===== src/rtl/bqc_pkg.sv =====
package bqc_pkg;

  localparam int DELAY_W   = 32;
  localparam int COEF_W    = 24;
  localparam int GAIN_W    = 16;
  localparam int PROD_W    = DELAY_W + COEF_W;
  localparam int ACC_W     = PROD_W + 2;
  localparam int RND_W     = ACC_W - 20;
  localparam int CFG_IDX_W = 4;

  localparam logic [CFG_IDX_W-1:0] REG_COEF_B0  = 4'd0;
  localparam logic [CFG_IDX_W-1:0] REG_COEF_A1  = 4'd1;
  localparam logic [CFG_IDX_W-1:0] REG_COEF_A2  = 4'd2;
  localparam logic [CFG_IDX_W-1:0] REG_OUT_GAIN = 4'd3;

  localparam logic signed [GAIN_W-1:0] GAIN_RESET = 16'sd4096;

  typedef enum logic [1:0] {
    MUL_B0   = 2'd0,
    MUL_A1   = 2'd1,
    MUL_A2   = 2'd2,
    MUL_GAIN = 2'd3
  } mul_sel_t;

  typedef struct packed {
    logic     load_in;
    logic     mul_en;
    mul_sel_t mul_sel;
    logic     ld_y;
    logic     ld_fd;
    logic     ld_sd;
    logic     sec_inc;
    logic     ld_out;
  } dp_cmd_t;

  typedef struct packed {
    logic last_sec;
    logic out_free;
  } dp_stat_t;

  // Q4.20 rounding, half toward +inf
  function automatic logic signed [RND_W-1:0] rnd_coef(input logic signed [ACC_W-1:0] p);
    logic signed [ACC_W-1:0] t;
    t = p + ACC_W'(524288);
    return t[ACC_W-1:20];
  endfunction

  function automatic logic signed [DELAY_W-1:0] sat_delay(input logic signed [RND_W:0] v);
    logic signed [RND_W:0] hi;
    logic signed [RND_W:0] lo;
    hi = (RND_W+1)'(32'sh7FFFFFFF);
    lo = (RND_W+1)'(32'sh80000000);
    if (v > hi) begin
      return 32'sh7FFFFFFF;
    end else if (v < lo) begin
      return 32'sh80000000;
    end else begin
      return v[DELAY_W-1:0];
    end
  endfunction

endpackage


===== src/rtl/bqc_ctrl.sv =====
module bqc_ctrl (
  input  logic              clk,
  input  logic              rst_n,
  input  logic              in_tvalid,
  output logic              in_tready,
  input  bqc_pkg::dp_stat_t stat,
  output bqc_pkg::dp_cmd_t  cmd
);
  import bqc_pkg::*;

  typedef enum logic [7:0] {
    ST_IDLE = 8'b0000_0001,
    ST_B0   = 8'b0000_0010,
    ST_Y    = 8'b0000_0100,
    ST_A1   = 8'b0000_1000,
    ST_A2   = 8'b0001_0000,
    ST_SD   = 8'b0010_0000,
    ST_G    = 8'b0100_0000,
    ST_OUT  = 8'b1000_0000
  } state_t;

  state_t state_r, state_nxt;

  always_ff @(posedge clk) begin
    if (!rst_n) begin
      state_r <= ST_IDLE;
    end else begin
      state_r <= state_nxt;
    end
  end

  always_comb begin
    state_nxt = state_r;
    cmd       = '0;
    cmd.mul_sel = MUL_B0;
    in_tready = 1'b0;
    case (state_r)
      ST_IDLE: begin
        in_tready = 1'b1;
        if (in_tvalid) begin
          cmd.load_in = 1'b1;
          state_nxt   = ST_B0;
        end
      end
      ST_B0: begin
        cmd.mul_en  = 1'b1;
        cmd.mul_sel = MUL_B0;
        state_nxt   = ST_Y;
      end
      ST_Y: begin
        cmd.ld_y  = 1'b1;
        state_nxt = ST_A1;
      end
      ST_A1: begin
        cmd.mul_en  = 1'b1;
        cmd.mul_sel = MUL_A1;
        state_nxt   = ST_A2;
      end
      ST_A2: begin
        cmd.mul_en  = 1'b1;
        cmd.mul_sel = MUL_A2;
        cmd.ld_fd   = 1'b1;
        state_nxt   = ST_SD;
      end
      ST_SD: begin
        cmd.ld_sd = 1'b1;
        if (stat.last_sec) begin
          state_nxt = ST_G;
        end else begin
          cmd.sec_inc = 1'b1;
          state_nxt   = ST_B0;
        end
      end
      ST_G: begin
        cmd.mul_en  = 1'b1;
        cmd.mul_sel = MUL_GAIN;
        state_nxt   = ST_OUT;
      end
      ST_OUT: begin
        if (stat.out_free) begin
          cmd.ld_out = 1'b1;
          state_nxt  = ST_IDLE;
        end
      end
      default: begin
        state_nxt = ST_IDLE;
      end
    endcase
  end

endmodule


===== src/rtl/bqc_dp.sv =====
module bqc_dp #(
  parameter int SECTIONS     = 3,
  parameter int SAMPLE_WIDTH = 24
) (
  input  logic                            clk,
  input  logic                            rst_n,
  input  bqc_pkg::dp_cmd_t                cmd,
  output bqc_pkg::dp_stat_t               stat,
  input  logic signed [SAMPLE_WIDTH-1:0]  sample_in,
  output logic signed [SAMPLE_WIDTH-1:0]  sample_out,
  output logic                            out_valid,
  input  logic                            out_ready,
  input  logic                            cfg_valid,
  input  logic [bqc_pkg::CFG_IDX_W-1:0]   cfg_index,
  input  logic [bqc_pkg::COEF_W-1:0]      cfg_data
);
  import bqc_pkg::*;

  localparam int SEC_W = (SECTIONS > 1) ? $clog2(SECTIONS) : 1;
  localparam int OUT_W = PROD_W - 12;
  localparam logic signed [OUT_W-1:0] OUT_MAX = (OUT_W'(1) <<< (SAMPLE_WIDTH - 1)) - OUT_W'(1);
  localparam logic signed [OUT_W-1:0] OUT_MIN = -OUT_MAX - OUT_W'(1);

  logic signed [COEF_W-1:0]  b0_r, a1_r, a2_r;
  logic signed [GAIN_W-1:0]  gain_r;
  logic signed [DELAY_W-1:0] fd_r [SECTIONS];
  logic signed [DELAY_W-1:0] sd_r [SECTIONS];
  logic signed [DELAY_W-1:0] v_r, y_r;
  logic signed [PROD_W-1:0]  prod_r, bv_r;
  logic [SEC_W-1:0]          sec_r;
  logic signed [SAMPLE_WIDTH-1:0] out_r;
  logic                      out_valid_r;

  logic signed [DELAY_W-1:0] mul_a;
  logic signed [COEF_W-1:0]  mul_b;
  logic signed [PROD_W-1:0]  prod_nxt;
  logic signed [DELAY_W-1:0] y_nxt, fd_nxt, sd_nxt;
  logic signed [PROD_W-1:0]  og_sum;
  logic signed [OUT_W-1:0]   og;
  logic signed [SAMPLE_WIDTH-1:0] out_nxt;

  always_comb begin
    case (cmd.mul_sel)
      MUL_B0:   mul_b = b0_r;
      MUL_A1:   mul_b = a1_r;
      MUL_A2:   mul_b = a2_r;
      MUL_GAIN: mul_b = COEF_W'(gain_r);
      default:  mul_b = b0_r;
    endcase
    mul_a    = (cmd.mul_sel inside {MUL_A1, MUL_A2}) ? y_r : v_r;
    prod_nxt = mul_a * mul_b;

    y_nxt  = sat_delay((RND_W+1)'(rnd_coef(ACC_W'(prod_r))) + (RND_W+1)'(fd_r[sec_r]));
    fd_nxt = sat_delay((RND_W+1)'(rnd_coef(-ACC_W'(prod_r))) + (RND_W+1)'(sd_r[sec_r]));
    sd_nxt = sat_delay((RND_W+1)'(rnd_coef(-ACC_W'(bv_r) - ACC_W'(prod_r))));

    og_sum = prod_r + PROD_W'(2048);
    og     = og_sum[PROD_W-1:12];
    if (og > OUT_MAX) begin
      out_nxt = OUT_MAX[SAMPLE_WIDTH-1:0];
    end else if (og < OUT_MIN) begin
      out_nxt = OUT_MIN[SAMPLE_WIDTH-1:0];
    end else begin
      out_nxt = og[SAMPLE_WIDTH-1:0];
    end
  end

  always_ff @(posedge clk) begin
    if (!rst_n) begin
      b0_r   <= '0;
      a1_r   <= '0;
      a2_r   <= '0;
      gain_r <= GAIN_RESET;
    end else if (cfg_valid) begin
      case (cfg_index)
        REG_COEF_B0:  b0_r   <= cfg_data;
        REG_COEF_A1:  a1_r   <= cfg_data;
        REG_COEF_A2:  a2_r   <= cfg_data;
        REG_OUT_GAIN: gain_r <= cfg_data[GAIN_W-1:0];
        default: ;
      endcase
    end
  end

  always_ff @(posedge clk) begin
    if (!rst_n) begin
      for (int i = 0; i < SECTIONS; i++) begin
        fd_r[i] <= '0;
        sd_r[i] <= '0;
      end
    end else begin
      if (cmd.ld_fd) begin
        fd_r[sec_r] <= fd_nxt;
      end
      if (cmd.ld_sd) begin
        sd_r[sec_r] <= sd_nxt;
      end
    end
  end

  always_ff @(posedge clk) begin
    if (!rst_n) begin
      sec_r       <= '0;
      out_valid_r <= 1'b0;
    end else begin
      if (cmd.load_in) begin
        sec_r <= '0;
      end else if (cmd.sec_inc) begin
        sec_r <= sec_r + SEC_W'(1);
      end
      if (cmd.ld_out) begin
        out_valid_r <= 1'b1;
      end else if (out_ready) begin
        out_valid_r <= 1'b0;
      end
    end
  end

  always_ff @(posedge clk) begin
    if (cmd.load_in) begin
      v_r <= DELAY_W'(sample_in);
    end else if (cmd.ld_sd) begin
      v_r <= y_r;
    end
    if (cmd.mul_en) begin
      prod_r <= prod_nxt;
    end
    if (cmd.ld_y) begin
      y_r  <= y_nxt;
      bv_r <= prod_r;
    end
    if (cmd.ld_out) begin
      out_r <= out_nxt;
    end
  end

  assign stat.last_sec = (sec_r == SEC_W'(SECTIONS - 1));
  assign stat.out_free = !out_valid_r || out_ready;
  assign sample_out    = out_r;
  assign out_valid     = out_valid_r;

endmodule


===== src/rtl/biquad_bandpass_cascade_top.sv =====
// One sample is processed at a time: in_tready is high only while idle, so the
// next sample is taken in after the last one is loaded into the output register.
// The single shared 32x24 multiplier does three products per section plus the gain.
// A finished sample waits in the output register while the next one is taken in.
// Reset (rst_n low, synchronous) clears delay words, control and loads coefficient
// defaults: b0 = a1 = a2 = 0, gain = 1.0.
module biquad_bandpass_cascade_top #(
  parameter int SECTIONS     = 3,
  parameter int SAMPLE_WIDTH = 24
) (
  input  logic                                 clk,
  input  logic                                 rst_n,
  input  logic                                 in_tvalid,
  output logic                                 in_tready,
  input  logic [((SAMPLE_WIDTH+7)/8)*8-1:0]    in_tdata,   // sample_in
  output logic                                 out_tvalid,
  input  logic                                 out_tready,
  output logic [((SAMPLE_WIDTH+7)/8)*8-1:0]    out_tdata,  // sample_out
  input  logic                                 cfg_valid,
  output logic                                 cfg_ready,
  input  logic [bqc_pkg::CFG_IDX_W-1:0]        cfg_index,
  input  logic [bqc_pkg::COEF_W-1:0]           cfg_data
);
  import bqc_pkg::*;

  localparam int TDATA_W = ((SAMPLE_WIDTH + 7) / 8) * 8;

  dp_cmd_t  cmd;
  dp_stat_t stat;
  logic signed [SAMPLE_WIDTH-1:0] sample_out;
  logic [SAMPLE_WIDTH-1:0]        sample_out_u;

  bqc_ctrl u_ctrl (
    .clk       (clk),
    .rst_n     (rst_n),
    .in_tvalid (in_tvalid),
    .in_tready (in_tready),
    .stat      (stat),
    .cmd       (cmd)
  );

  bqc_dp #(
    .SECTIONS     (SECTIONS),
    .SAMPLE_WIDTH (SAMPLE_WIDTH)
  ) u_dp (
    .clk        (clk),
    .rst_n      (rst_n),
    .cmd        (cmd),
    .stat       (stat),
    .sample_in  (in_tdata[SAMPLE_WIDTH-1:0]),
    .sample_out (sample_out),
    .out_valid  (out_tvalid),
    .out_ready  (out_tready),
    .cfg_valid  (cfg_valid),
    .cfg_index  (cfg_index),
    .cfg_data   (cfg_data)
  );

  assign cfg_ready    = 1'b1;
  assign sample_out_u = sample_out;
  assign out_tdata    = TDATA_W'(sample_out_u);

endmodule


===== config.mk =====
export PLATFORM = sky130hd
export DESIGN_NAME = biquad_bandpass_cascade_top
export DESIGN_NICKNAME = d
export VERILOG_FILES = /design/src/rtl/bqc_pkg.sv /design/src/rtl/bqc_ctrl.sv /design/src/rtl/bqc_dp.sv /design/src/rtl/biquad_bandpass_cascade_top.sv
export SDC_FILE = /design/constraint.sdc
export NUM_CORES = 2
export LEC_CHECK = 0
export ABC_AREA = 1
export BUFFER_PORTS_ARGS = -buffer_cell sky130_fd_sc_hd__buf_4
export CAP_MARGIN = 5
export CORE_MARGIN = 5
export CORE_UTILIZATION = 55
export DETAILED_ROUTE_END_ITERATION = 7
export GPL_TIMING_DRIVEN = 0
export PLACE_DENSITY = 0.76
export SLEW_MARGIN = 10
export SYNTH_ARGS = -nofsm -noshare
export SYNTH_HDL_FRONTEND = slang
export SYNTH_SLANG_ARGS = --single-unit

===== constraint.sdc =====
create_clock -name clk -period 13.1 [get_ports clk]
set_input_delay 3.275 -clock clk [delete_from_list [all_inputs] [get_ports clk]]
set_output_delay 3.275 -clock clk [all_outputs]
set_load 0.02 [all_outputs]

==> reports/results.tsv <==
stage	metric	value	unit
critical_path	path_max_fanout	10	
synth	syn_inst	7775	
die	dieArea	0.121	mm²
critical_path	worst_setup_path_start_kind	flop	
global_routing	grt_pass1_wl	336	mm
worst_hold_path	min_path_cells	0	
route	routed_wl	225	mm
sta	slew_violations	0	
power	sw_frac_of_total	0.399	
cells_and_area	drive_gt1_frac	0.0442	
power	seqPwrFrac	0.343	
critical_path	cp_slowest_stage_delay	0.78	ns
critical_path	slowest_stage	nor2_1	
worst_hold_path	hp-class	flop to flop	
critical_path	r2r_slack	0.83	ns
global_routing	grt_use_met1	0.447	
die	ios	84	
sta	setup_tns	0	ns
synth	synth_nets	8965	
synth	ys_ff_latch	557	
flow_run	drv_cap	0	
global_routing	top_usage_layer	met2	
critical_path	crit_top_cell	inv_1	
critical_path	worst_ep_required_time	13.41	ns
place	place.gp.congestion	1.07	
die	num_rows	123	
power	p_leak	0.0323	µW
global_routing	grt_antenna_before_repair	4	
power	p_switching	2400	µW
critical_path	critPathArrivalTime	12.58	ns
worst_hold_path	whs_endpoint	u_dp.bv_r[23]	
critical_path	worstSetupPathType	flop to flop	
outcome	status	complete, no violations	
critical_path	crit_start	u_ctrl.state_r[0]	
critical_path	r2r-start	u_ctrl.state_r[0]	
synth	synth.distinct_cells	55	
clock_network	cts_hold_buffers	0	
power	combPwrFrac	0.373	
route	postRouteAntennaNets	0	
sta	tightestPinTransition	1.42	ns
die	start_util	0.555	
global_routing	use_met3	0.0719	
die	die_w	347	µm
sta	relSlewSlack	0.0477	
sta	fmax	81.5	MHz
power	clkPwrFrac	0.284	
sta	finalHoldViolations	0	
critical_path	reg2reg_to	u_dp.prod_r[55]	
clock_network	htree_levels	2	
place	post-dp-hpwl	186	mm
route	drtPass1Iterations	8	
global_routing	track_usage	0.369	
route	drc_errors	0	
power	p_total	6020	µW
global_routing	grt_pass1_vias	55400	
power	intPower	3620	µW
die	core_area	0.113	mm²
synth	avgSynthCellArea	8.06	µm²
synth	ys_seq_area_frac	0.251	
clock_network	clock_sinks	557	
clock_network	clock-root-buffer	clkbuf_16	
global_routing	grt_max_degree	58	
sta	finalSetupViolations	0	
die	die_h	347	µm
cells_and_area	num-nets-final	9147	
cells_and_area	syn2layout_area_growth	7.85	%
sta	worst_slack	0.834	ns
route	via_count	54300	
place	port_buffers	81	
power	peakVddDrop	107	µV
synth	synth_area	0.0626	mm²
route	wl_per_cell	23.7	µm
clock_network	clockBufferDepth	3	
clock_network	cts_setup_buffers	0	
place	dp_slack	1.24	ns
global_routing	overflow	0	
power	power_density	89.2	mW/mm²
sta	period_minus_slack	12.27	ns
clock_network	cts_tree	yes	
clock_network	insertion_delay	0.70	ns
synth	yosys_warnings	0	
route	avgViaCountPerCell	5.71	
sta	grt_setup_unrepaired	false	
global_routing	grt_use_met2	0.606	
clock_network	cts_buffers	60	
clock_network	post_cts_resized	0	
sta	finalCritPeriodShare	0.936	
clock_network	clk_pin_slew_worst_paths	0.06	ns
critical_path	cp-end-kind	flop	
critical_path	r2r_cells	36	
worst_hold_path	hold_path_startpoint	u_dp.prod_r[23]	
route	drt_iter0_drc	5249	
sta	skew	0.0899	ns
[cell type report]
type | count | area [µm²]
flip-flops and latches | 557 | 15700
clock inverters | 45 | 425
repair buffers | 120 | 1000
well taps | 1500 | 1880
diodes | 2 | 5.00
fillers | 10300 | 45300
plain buffers | 292 | 1300
clock buffers | 67 | 1530
inverters | 1573 | 5910
multi-input cells | 5353 | 39800
[through the flow]
stage               hold slack (ns)  cell area [µm²]  utilization  instances
finish                        0.422            67500        0.599       9509
global route                  0.436            67500        0.599       9507
CTS                           0.426            67500        0.599       9507
detailed placement            0.434            65600        0.581       9395
global placement              0.429            65100        0.577       9356
floorplan                     0.420            62600            -       7775
[cells in the final DEF (no fill, tap or decap), types with 101 or more instances in the layout]
master    synthesis  final
ha_1            348    348
fa_1            785    785
buf_4            12    113
nand3_1         135    134
xor2_1          204    204
nand2_1        1549   1542
nor2_1          995    992
o21ai_0         386    367
dfxtp_1         101    101
clkbuf_1        217    223
edfxtp_1        456    456
a21oi_1         468    468
inv_1          1542   1542
[power by group through the flow]
stage               sequential, µW  combinational, µW  clock (µW)
finish                        2070               2250        1710
global route                  2070               2420        1790
CTS                           2070               2190        1720
detailed placement            2100               2180           0
global placement              2110               2140           0
floorplan                     2090               1380           0
[per-layer routing]
metal / vias to the layer above / part of all wire
li1: 24500 / -
met1: 26100 / 0.36
met2: 2923 / 0.46
met3: 751 / 0.093
met4: 6 / 0.083
met5: - / 0.00018
[critical path, delay by kind of cell (launching register included)]
family	cells	cell delay, ns
AOI/OAI and AO/OA	3	0.74
xor gates and xnor gates	1	0.19
adders and majority gates	9	4.65
buffers and inverters	13	3.19
DFF	1	0.32
and+or+nand+nor	10	2.79
[Yosys cell counts, drive strengths merged]
| library cell | instances | area (µm²) |
|---|---|---|
| o21a | 6 | 45.0 |
| and2 | 4 | 25.0 |
| ha | 348 | 4350 |
| o211ai | 9 | 67.6 |
| a22oi | 2 | 15.0 |
| clkbuf | 219 | 825 |
| inv | 1558 | 5850 |
| nor2 | 1008 | 3840 |
| nor3b | 1 | 12.5 |
| buf | 73 | 470 |
| o21bai | 28 | 210 |
| and3 | 6 | 37.5 |
| dfxtp | 101 | 2020 |
| xor2 | 205 | 1800 |
| nor4 | 32 | 219 |
| nand2 | 1560 | 5880 |
| o221ai | 1 | 8.76 |
| a221oi | 10 | 87.6 |
| a21o | 20 | 150 |
| or4 | 1 | 7.51 |
| o311ai | 1 | 8.76 |
| xnor2 | 62 | 543 |
| clkinv | 15 | 56.3 |
| a211oi | 9 | 67.6 |
| nor3 | 71 | 403 |
| nand3 | 137 | 696 |
| o22ai | 68 | 425 |
| a31oi | 37 | 231 |
| a21boi | 8 | 60.1 |
| o31ai | 4 | 30.0 |
| a221o | 6 | 60.1 |
| o21ai | 398 | 1990 |
| a21oi | 468 | 2340 |
| a32oi | 2 | 17.5 |
| nand3b | 5 | 37.5 |
| edfxtp | 456 | 13700 |
| conb | 1 | 3.75 |
| fa | 785 | 15700 |
| nand4 | 50 | 319 |
[logic make-up (layout without fill, tap and decap cells)]
group	Yosys count	in the layout	synth area share
and+or+nand+nor	2875	2875	0.183
other	1	3	0.0000599
xor gates and xnor gates	267	267	0.0375
DFF	557	557	0.251
AOI/OAI and AO/OA	1077	1077	0.0929
buffers and inverters	1865	2097	0.115
adders and majority gates	1133	1133	0.320
[worst max path at each step]
stage | cells after the start | slack, ns | endpoint
6_report | 36 | 0.83 | u_dp.prod_r[55]
5_1_grt | 36 | 0.39 | u_dp.prod_r[55]
4_1_cts | 36 | 1.15 | u_dp.prod_r[55]
3_5_place_dp | 36 | 1.24 | u_dp.prod_r[55]
3_3_place_gp | 7 | -1.12 | u_ctrl.state_r[3]
2_1_floorplan | 5 | 3.19 | u_dp.bv_r[0]
[sequential cells by signal (all words and copies together) (netlist names), named ones only]
register and flops:
u_dp.a1_r 24, u_dp.out_valid 1, u_dp.sec_r 2, u_dp.prod_r 56, u_dp.sd_r 128, u_dp.bv_r 56
u_dp.a2_r 24, u_dp.gain_r 16, u_dp.sample_out 24, u_dp.fd_r 128, u_dp.v_r 32, u_dp.y_r 32
u_ctrl.state_r 8, u_dp.b0_r 24
(Power assumes the default switching activity.)
